[src/hw/rtl/sti_pkg.sv]
package sti_pkg;

  // Width of every packed input field
  localparam int FIELD_BITS = 48;

  // Default coordinate width (Q8.8)
  localparam int COORD_WIDTH_DEF = 16;

endpackage

[src/hw/rtl/sti_diff.sv]
module sti_diff #(
  parameter int COORD_WIDTH = sti_pkg::COORD_WIDTH_DEF
) (
  input  logic                             clk,
  input  logic                             en,
  input  logic [sti_pkg::FIELD_BITS-1:0]   vertex_zero,
  input  logic [sti_pkg::FIELD_BITS-1:0]   vertex_one,
  input  logic [sti_pkg::FIELD_BITS-1:0]   vertex_two,
  input  logic [sti_pkg::FIELD_BITS-1:0]   seg_origin,
  input  logic [sti_pkg::FIELD_BITS-1:0]   seg_delta,
  output logic signed [COORD_WIDTH:0]      e01_r [3],
  output logic signed [COORD_WIDTH:0]      e12_r [3],
  output logic signed [COORD_WIDTH:0]      a0_r  [3],
  output logic signed [COORD_WIDTH:0]      a1_r  [3],
  output logic signed [COORD_WIDTH:0]      a2_r  [3],
  output logic signed [COORD_WIDTH:0]      d_r   [3]
);

  localparam int W  = COORD_WIDTH;
  localparam int PW = (3 * W > sti_pkg::FIELD_BITS) ? 3 * W : sti_pkg::FIELD_BITS;

  logic [PW-1:0]         pad [5];
  logic signed [W-1:0]   crd [5][3];

  logic signed [W:0] e01_nxt [3];
  logic signed [W:0] e12_nxt [3];
  logic signed [W:0] a0_nxt  [3];
  logic signed [W:0] a1_nxt  [3];
  logic signed [W:0] a2_nxt  [3];
  logic signed [W:0] d_nxt   [3];

  // Zero-fill above bit 47 so a wide z reads its missing bits as zero
  assign pad[0] = PW'(vertex_zero);
  assign pad[1] = PW'(vertex_one);
  assign pad[2] = PW'(vertex_two);
  assign pad[3] = PW'(seg_origin);
  assign pad[4] = PW'(seg_delta);

  for (genvar f = 0; f < 5; f++) begin : g_field
    for (genvar k = 0; k < 3; k++) begin : g_coord
      assign crd[f][k] = $signed(pad[f][k*W +: W]);
    end
  end

  for (genvar k = 0; k < 3; k++) begin : g_sub
    assign e01_nxt[k] = crd[1][k] - crd[0][k];
    assign e12_nxt[k] = crd[2][k] - crd[1][k];
    assign a0_nxt[k]  = crd[0][k] - crd[3][k];
    assign a1_nxt[k]  = crd[1][k] - crd[3][k];
    assign a2_nxt[k]  = crd[2][k] - crd[3][k];
    assign d_nxt[k]   = (W+1)'(crd[4][k]);
  end

  always_ff @(posedge clk) begin
    if (en) begin
      for (int k = 0; k < 3; k++) begin
        e01_r[k] <= e01_nxt[k];
        e12_r[k] <= e12_nxt[k];
        a0_r[k]  <= a0_nxt[k];
        a1_r[k]  <= a1_nxt[k];
        a2_r[k]  <= a2_nxt[k];
        d_r[k]   <= d_nxt[k];
      end
    end
  end

endmodule

[config.mk]
export PLATFORM = sky130hd
export DESIGN_NAME = sti_diff
export DESIGN_NICKNAME = d
export VERILOG_FILES = /design/src/hw/rtl/sti_pkg.sv /design/src/hw/rtl/sti_diff.sv
export SDC_FILE = /design/constraint.sdc
export NUM_CORES = 1
export LEC_CHECK = 0
export BUFFER_PORTS_ARGS = -buffer_cell sky130_fd_sc_hd__buf_2
export CORE_AREA = 4 4 214 216
export DETAILED_ROUTE_END_ITERATION = 16
export DIE_AREA = 0 0 218 220
export GPL_ROUTABILITY_DRIVEN = 1
export PLACE_DENSITY = 0.74
export SYNTH_ARGS = -nofsm -noshare
export SYNTH_HDL_FRONTEND = slang
export SYNTH_SLANG_ARGS = --single-unit
export TNS_END_PERCENT = 50
[constraint.sdc]
create_clock -name clk -period 3.2 [get_ports clk]
set_input_delay 0.64 -clock clk [delete_from_list [all_inputs] [get_ports clk]]
set_output_delay 0.64 -clock clk [all_outputs]
set_load 0.02 [all_outputs]
==> results.cfg, run 1 <==
[setup_path]
crit_path_end_kind = flop
critical_path.startpoint_type = primary input
critPathSlowestCell = o32ai_2
max_stage_delay_ns = 0.37
cp_max_fo = 4
worst_ep_required_time_ns = 3.50
critPathKind = in -> reg
path_buf_inv = 3
arrival_ns = 2.84
crit_chain = buf_2 -> inv_1 -> ha_1 -> nor2b_1 -> o31a_1 -> o32ai_2 -> o21ai_1 -> buf_4 -> and4_1 -> a311oi_1
cp_top_family = compound AO/OA/AOI/OAI gates

[sta]
timing.hold.ws_ns = 0.269
period_minus_slack_ns = 2.54
tightest_slew_ns = 0.664
hold_viol = 0
setup_ws_ns = 0.662
relSlewSlack = 0.553
rsz0062_at_grt = false
timing.final.crit_share = 0.793
setup_violations = 0
fin_setup_tns_ns = 0
max_freq_mhz = 394
drv_slew = 0

[detailed_routing]
drt_first_iter_violations = 1579
ant_nets = 0
viasPerCell = 5.66
drc = 0
wl_per_cell_um = 20.3
first_pass_iters = 7
wirelength_um = 64900
num_vias = 18096

[clock_tree]
cts_buffers = 36
htreeDepth = 2
cts_tree = yes
cts-resized-gates = 0
cts_setup_buffers = 0
clk_pin_slew_ns = 0.06
hold_buffers = 0
cts.path.max_buffers = 3
cts_sinks = 303
root_buffer = clkbuf_16

[worst_hold_path]
holdCritStartpoint = seg_delta[42]
min_path_cells = 1
hold_path_class = in -> reg
holdPathEnd = d_r[10]

[yosys]
ys.flop_type = edfxtp_1
synthTopCellsByCount = edfxtp_1, ha_1, inv_1
synth-seq-cells = 303
syn_inst = 1978
ys_seq_area_frac = 0.438
avgSynthCellArea_um2 = 10.5
synth_cell_types = 72
netlist_area_um2 = 20800
synth_nets = 2475
yosys_warnings = 0
yosysTopAreaCell = edfxtp_1
synth_top_cell_area_share = 0.438
async_reset_ff_frac = 0
yosysMostFrequentCell = edfxtp_1
synth_edf_count = 303
synthTopCellsByArea = edfxtp_1, ha_1, xnor2_1, inv_1, a21oi_1

[floorplanning]
dieArea_um2 = 48000
core_um2 = 43900
die_y_um = 220
start_util = 0.473
die_w_um = 218
io_pins = 548
rows = 77

[flow_run]
maxCapViolations = 0

[placed_design]
dpl_worst_slack_ns = 0.125
io_buffers = 547
dp_hpwl_um = 53100
gp_congestion = 0.954

[global_routing]
grt_usage = 0.255
grt_start_max_net_pins = 72
grtUsageMet2 = 0.426
grt_use_met1 = 0.319
grt_pass1_vias = 17812
antenna_found_initial = 9
use_met3 = 0.0564
overflow = 0
grt_pass1_wl_um = 95600
busiest_layer = met2

[layout]
n_fill_cell = 3740
multi_input_area_um2 = 10800
ff_latch_area_um2 = 9100
area_growth_pct = 23.7
drive_gt1_frac = 0.248
nets = 3066

[power]
power_leakage_nw = 11.7
ir_drop_mv = 0.490
powerDensity_nw_per_um2 = 546

[status]
outcome = complete, no violations
==> placed cells by master, fill, tap and decap left out, types with 15 or more instances in the layout <==
master and instances:
xor2_1 41, o21ai_0 97, nand3_1 37, and2_1 15, fa_1 15, edfxtp_1 303, o21a_1 49, clkbuf_16 37
xnor2_1 125, nand2_1 93, a21oi_1 160, a31oi_1 21, buf_2 546, buf_4 17, nor2_1 127, ha_1 240
nand4_1 17, o21bai_1 15, nand2b_1 23, o31a_1 21, a21o_1 35, inv_1 229, o211ai_1 26, and3_1 16
nor2b_1 39, nor3_1 34
==> worst max path at each step <==
stage	startpoint	cells past startpoint	slack (ns)	endpoint
after floorplan	seg_origin[22]	8	0.64	a1_r[32]
after global placement	vertex_one[16]	11	0.20	a1_r[31]
after detailed placement	vertex_two[16]	9	0.12	e12_r[31]
after CTS	vertex_two[16]	9	0.71	e12_r[31]
after global routing	vertex_one[0]	10	0.52	e01_r[44]
final	seg_origin[18]	10	0.66	a1_r[31]
==> logic make-up after synthesis <==
kind of cell,Yosys count,synth area share
AOI/OAI and AO/OA,563,0.182
and+or+nand+nor,442,0.105
DFF,303,0.438
adders and majority gates,255,0.159
buffers and inverters,244,0.0446
xor gates and xnor gates,166,0.0699
muxes,5,0.00241
==> per-layer routing <==
metal	up-vias	routed length, um
li1	8555	-
met1	8505	25600
met2	883	30700
met3	149	5750
met4	4	2790
met5	-	20
==> power by group <==
group	leakage [nW]	internal, mW	switching [mW]
clock	0.618	2.76	1.71
sequential	2.97	5.13	0.202
combinational	8.08	1.57	2.66
==> final cells by class <==
cell class | count | area share
Multi-Input combinational cell | 1431 | 0.419
Sequential cell | 303 | 0.354
Timing Repair Buffer | 568 | 0.115
Clock buffer | 40 | 0.0365
Inverter | 229 | 0.0334
Tap cell | 592 | 0.0288
Clock inverter | 26 | 0.0131
Antenna cell | 8 | 0.000779
==> registers in the layout (all words and copies together) (netlist names) <==
name / flops
a0_r: 51
e01_r: 51
a2_r: 51
a1_r: 51
e12_r: 51
d_r: 48
==> metrics by stage <==
step                std cells   util  area [um^2]  power, mW
global route             3196  0.585        25700       14.7
floorplan                1978      -        20800       8.06
global placement         3123  0.556        24400       9.51
CTS                      3189  0.585        25700       14.1
finish                   3197  0.585        25700       14.0
detailed placement       3123  0.556        24400       9.60
Note: power is estimated with default switching activity, not from simulation.
==> run 2, diff against run 1 <==
--- a/config.mk
+++ b/config.mk
@@ -6,11 +6,12 @@
 export NUM_CORES = 1
 export LEC_CHECK = 0
 export BUFFER_PORTS_ARGS = -buffer_cell sky130_fd_sc_hd__buf_2
-export CORE_AREA = 4 4 214 216
+export CORE_ASPECT_RATIO = 1.25
+export CORE_MARGIN = 4
+export CORE_UTILIZATION = 49
 export DETAILED_ROUTE_END_ITERATION = 16
-export DIE_AREA = 0 0 218 220
 export GPL_ROUTABILITY_DRIVEN = 1
-export PLACE_DENSITY = 0.74
+export PLACE_DENSITY = 0.79
 export SYNTH_ARGS = -nofsm -noshare
 export SYNTH_HDL_FRONTEND = slang
 export SYNTH_SLANG_ARGS = --single-unit
==> constraint.sdc (replaced) <==
create_clock -name clk -period 2.3 [get_ports clk]
set_input_delay 0.46 -clock clk [delete_from_list [all_inputs] [get_ports clk]]
set_output_delay 0.46 -clock clk [all_outputs]
set_load 0.02 [all_outputs]
==> results.cfg, run 2 (same netlist as run 1, synthesis figures left out) <==
[clock_tree]
cts_sinks = 303
clk_pin_slew_ns = 0.06
cts.path.max_buffers = 3
hold_buffers = 0
cts_tree = yes
cts_buffers = 36
root_buffer = clkbuf_16
htreeDepth = 2

[power]
power_mw = 20.1
ir_drop_mv = 0.641
power_leakage_nw = 13.5
powerDensity_nw_per_um2 = 705

[placed_design]
dp_hpwl_um = 56400
gp_congestion = 1.03
io_buffers = 547

[sta]
period_minus_slack_ns = 2.21
tightest_slew_ns = 0.602
max_freq_mhz = 452
setup_violations = 0
timing.final.crit_share = 0.963
relSlewSlack = 0.598
rsz0062_at_grt = true
hold_viol = 0
drv_slew = 0

[floorplanning]
dieArea_um2 = 45800
die_y_um = 238
die_w_um = 192
io_pins = 548
rows = 84
core_um2 = 42000
start_util = 0.494

[detailed_routing]
wl_per_cell_um = 19.4
num_vias = 19479
first_pass_iters = 6
wirelength_um = 68700
viasPerCell = 5.50
drt_first_iter_violations = 1143
ant_nets = 0
drc = 0

[layout]
final_cell_mix = buf_2, buf_4, edfxtp_1
nets = 3444
area_growth_pct = 37.6
final_common_cell = buf_2
n_fill_cell = 3263
drive_gt1_frac = 0.351
fin_util = 0.680

[global_routing]
overflow = 0
grt_start_max_net_pins = 50
grt_pass1_wl_um = 104000
antenna_found_initial = 13
grt_pass1_vias = 19906
grt_usage = 0.287

[setup_path]
critical_path.startpoint_type = primary input
crit_end = a1_r[49]
crit_path_end_kind = flop
worst_ep_required_time_ns = 2.59
crit_path_start = vertex_one[1]
arrival_ns = 2.50
critPathKind = in -> reg
cp_max_fo = 3

[status]
outcome = complete, no violations

[worst_hold_path]
hold_path_class = in -> reg

[flow_run]
maxCapViolations = 0
[run 2: cell types whose count changed in the layout (fill, tap and decap cells not counted), sizes merged]
cell / delta
buf: +378
clkinvlp: +5
bufinv: -3
clkinv: -3
diode: -2
clkbuf: +1
inv: -1
[run 2: what timing repair did]
item	CTS	global route
buffers inserted	0	1
setup endpoints to repair	0	15
gates resized for setup	0	9
[run 2: report_power, final]
group,switching (mW),total [mW],internal (mW)
Sequential,0.305,7.45,7.14
Clock,2.45,5.94,3.49
Combinational,3.92,6.76,2.84
[run 2: metal layers]
| metal | global-route usage | wire length, um | vias to the layer above |
|---|---|---|---|
| li1 | - | - | 9306 |
| met1 | 0.324 | 25100 | 9090 |
| met2 | 0.504 | 34100 | 848 |
| met3 | 0.0566 | 5130 | 225 |
| met4 | 0.161 | 4310 | 10 |
| met5 | 0 | 61 | - |
[run 2: worst max-delay path, stage by stage]
cell and delay, ns:
buf_2 0.12, buf_4 0.15, ha_1 0.27, nor2b_1 0.14
o31a_1 0.28, o41ai_2 0.38, o41ai_1 0.16, buf_4 0.17
a31o_1 0.22, xor2_1 0.15
[run 2: how the worst min path moves through the flow]
stage,start,endpoint,cells past startpoint
floorplan,seg_delta[32],d_r[0],0
global placement,seg_delta[16],d_r[17],1
detailed placement,seg_delta[42],d_r[10],1
CTS,seg_delta[15],d_r[49],1
global route,seg_delta[21],d_r[22],1
finish,seg_delta[42],d_r[10],1
[run 2: final cells by class]
type                            count  area, um^2  area share
Sequential cell                   303        9100       0.318
Timing Repair Buffer              946        5830       0.204
Antenna cell                        6        15.0    0.000525
Tap cell                          559         699      0.0245
Clock inverter                     24         300      0.0105
Multi-Input combinational cell   1431       10900       0.380
Clock buffer                       41         920      0.0322
Inverter                          229         876      0.0306
[run 2: per-stage QoR]
stage	setup TNS (ns)	instance area [um^2]	hold WS, ns	std cells	setup WS, ns
global route	-0.0122	28600	0.0667	3539	-0.0122
floorplan	-0.135	20900	0.559	1978	-0.0224
detailed placement	-34.88	27300	0.638	3467	-0.522
global placement	-29.99	27300	0.637	3467	-0.423
finish	0	28600	0.0912	3539	0.0856
CTS	0	28500	0.0615	3532	0.0358
==> run 3, diff against run 2 <==
--- a/config.mk
+++ b/config.mk
@@ -6,12 +6,12 @@
 export NUM_CORES = 1
 export LEC_CHECK = 0
 export BUFFER_PORTS_ARGS = -buffer_cell sky130_fd_sc_hd__buf_2
-export CORE_ASPECT_RATIO = 1.25
 export CORE_MARGIN = 4
-export CORE_UTILIZATION = 49
+export CORE_UTILIZATION = 50
+export CTS_BUF_LIST = sky130_fd_sc_hd__clkbuf_4
 export DETAILED_ROUTE_END_ITERATION = 16
 export GPL_ROUTABILITY_DRIVEN = 1
-export PLACE_DENSITY = 0.79
+export PLACE_DENSITY = 0.8
 export SYNTH_ARGS = -nofsm -noshare
 export SYNTH_HDL_FRONTEND = slang
 export SYNTH_SLANG_ARGS = --single-unit
==> results.cfg, run 3 (same netlist as run 1, synthesis figures left out) <==
[status]
outcome = complete, no violations

[layout]
final_area_um2 = 28800
nets = 3532
fin_util = 0.704
multi_input_area_um2 = 10800
final_cell_mix = buf_2, buf_4, edfxtp_1
area_growth_pct = 38.5
drive_gt1_frac = 0.355
final_common_cell = buf_2
ff_latch_area_um2 = 9100
n_fill_cell = 3032

[placed_design]
gp_congestion = 0.985
dp_hpwl_um = 59500
dpl_worst_slack_ns = -0.590
io_buffers = 547
dpl_cell_area_um2 = 27200

[sta]
timing.final.crit_share = 0.987
rsz0062_at_grt = true
max_freq_mhz = 440
setup_violations = 0
hold_viol = 0
tightest_slew_ns = 0.713
period_minus_slack_ns = 2.27
relSlewSlack = 0.518
drv_slew = 0
setup_ws_ns = 0.0295
fin_setup_tns_ns = 0

[global_routing]
grt_usage = 0.312
overflow = 0
grt_pass1_vias = 20280
antenna_found_initial = 14
grt_pass1_wl_um = 109000
grt_start_max_net_pins = 65

[detailed_routing]
drc = 0
first_pass_iters = 8
wl_per_cell_um = 20.1
ant_nets = 0
viasPerCell = 5.52
drt_first_iter_violations = 1545
num_vias = 20093
wirelength_um = 73000

[clock_tree]
cts_buffers = 84
cts_tree = yes
cts_sinks = 303
cts.path.max_buffers = 3
clk_pin_slew_ns = 0.07
root_buffer = clkbuf_4
htreeDepth = 3

[floorplanning]
core_um2 = 40900
die_w_um = 212
io_pins = 548
die_y_um = 212
start_util = 0.508
rows = 74
dieArea_um2 = 44900

[power]
p_comb_frac = 0.355
power_mw = 19.4
power.internal_mw = 12.6
p_switching_mw = 6.77
p_clk_frac = 0.262
ir_drop_mv = 0.495
powerDensity_nw_per_um2 = 672
power_leakage_nw = 13.7
sw_frac_of_total = 0.349
p_seq_frac = 0.383

[worst_hold_path]
holdCritStartpoint = vertex_zero[32]
min_path_cells = 3
hold_path_class = in -> reg
holdPathEnd = e01_r[0]

[setup_path]
worst_ep_required_time_ns = 2.84
critical_path.startpoint_type = primary input
critPathKind = in -> reg
cp_max_fo = 3
crit_path_end_kind = flop
arrival_ns = 2.81

[flow_run]
maxCapViolations = 0
==> run 3: cell count changes in the layout (fill, tap and decap cells not counted), moves of 5 or more <==
cell	delta
clkbuf_1	-5
clkinv_1	+20
dlygate4sd3_1	+51
clkbuf_16	-36
buf_4	-8
clkbuf_4	+118
==> run 3: layer usage <==
| layer | wire length, um | GRT usage | share of wire | vias to the layer above |
|---|---|---|---|---|
| met5 | 46 | 0 | 0.00063 | - |
| met2 | 35300 | 0.531 | 0.48 | 961 |
| met1 | 28300 | 0.379 | 0.39 | 9394 |
| li1 | - | - | - | 9541 |
| met4 | 3300 | 0.143 | 0.045 | 6 |
| met3 | 6050 | 0.0704 | 0.083 | 191 |
==> run 3: power by group through the flow <==
stage,Clock (mW),Sequential (mW),Combinational (mW)
2_1_floorplan,0,8.49,2.74
3_3_place_gp,0,7.50,6.57
3_5_place_dp,0,7.52,6.72
4_1_cts,5.17,7.42,6.83
5_1_grt,5.49,7.48,7.39
6_report,5.06,7.42,6.88
==> run 3: critical path: stages <==
cell,delay (ns)
dlygate4sd3_1,0.53
buf_2,0.14
ha_1,0.22
fa_2,0.38
nand2b_4,0.18
a21oi_4,0.19
o41ai_2,0.11
o31ai_1,0.20
buf_4,0.16
a21oi_1,0.08
a2bb2oi_1,0.16
==> run 3: cell type report <==
type / count / share of cell area
multi-input combinational: 1431 / 0.377
sequential: 303 / 0.316
clock buffer: 118 / 0.0308
inverter: 229 / 0.0304
antenna: 9 / 0.000782
timing repair buffer: 986 / 0.216
tap: 532 / 0.0231
clock inverter: 30 / 0.00626
==> run 3: how the worst max path moves through the flow <==
| stage | from | endpoint | slack (ns) | cells after the start |
|---|---|---|---|---|
| 3_5_place_dp | vertex_one[32] | e12_r[16] | -0.59 | 9 |
| 2_1_floorplan | vertex_zero[16] | a0_r[29] | -0.02 | 9 |
| 6_report | seg_origin[32] | a1_r[16] | 0.03 | 11 |
| 5_1_grt | seg_origin[32] | a1_r[16] | -0.03 | 11 |
| 4_1_cts | seg_origin[32] | a2_r[16] | 0.01 | 11 |
| 3_3_place_gp | vertex_one[0] | e01_r[48] | -0.43 | 11 |
==> run 3: stage by stage <==
stage               hold slack, ns  instances
finish                      0.0989       3638
global route                0.0108       3638
CTS                       0.000534       3629
detailed placement           0.638       3430
global placement             0.636       3430
floorplan                    0.559       1978
==> run 3: timing repair <==
item | CTS | global route
hold buffers | 51 | 0
endpoints found under the setup margin | 0 | 11
gates resized for setup | 0 | 8
endpoints found under the hold margin | 66 | 0
buffers inserted | 0 | 0
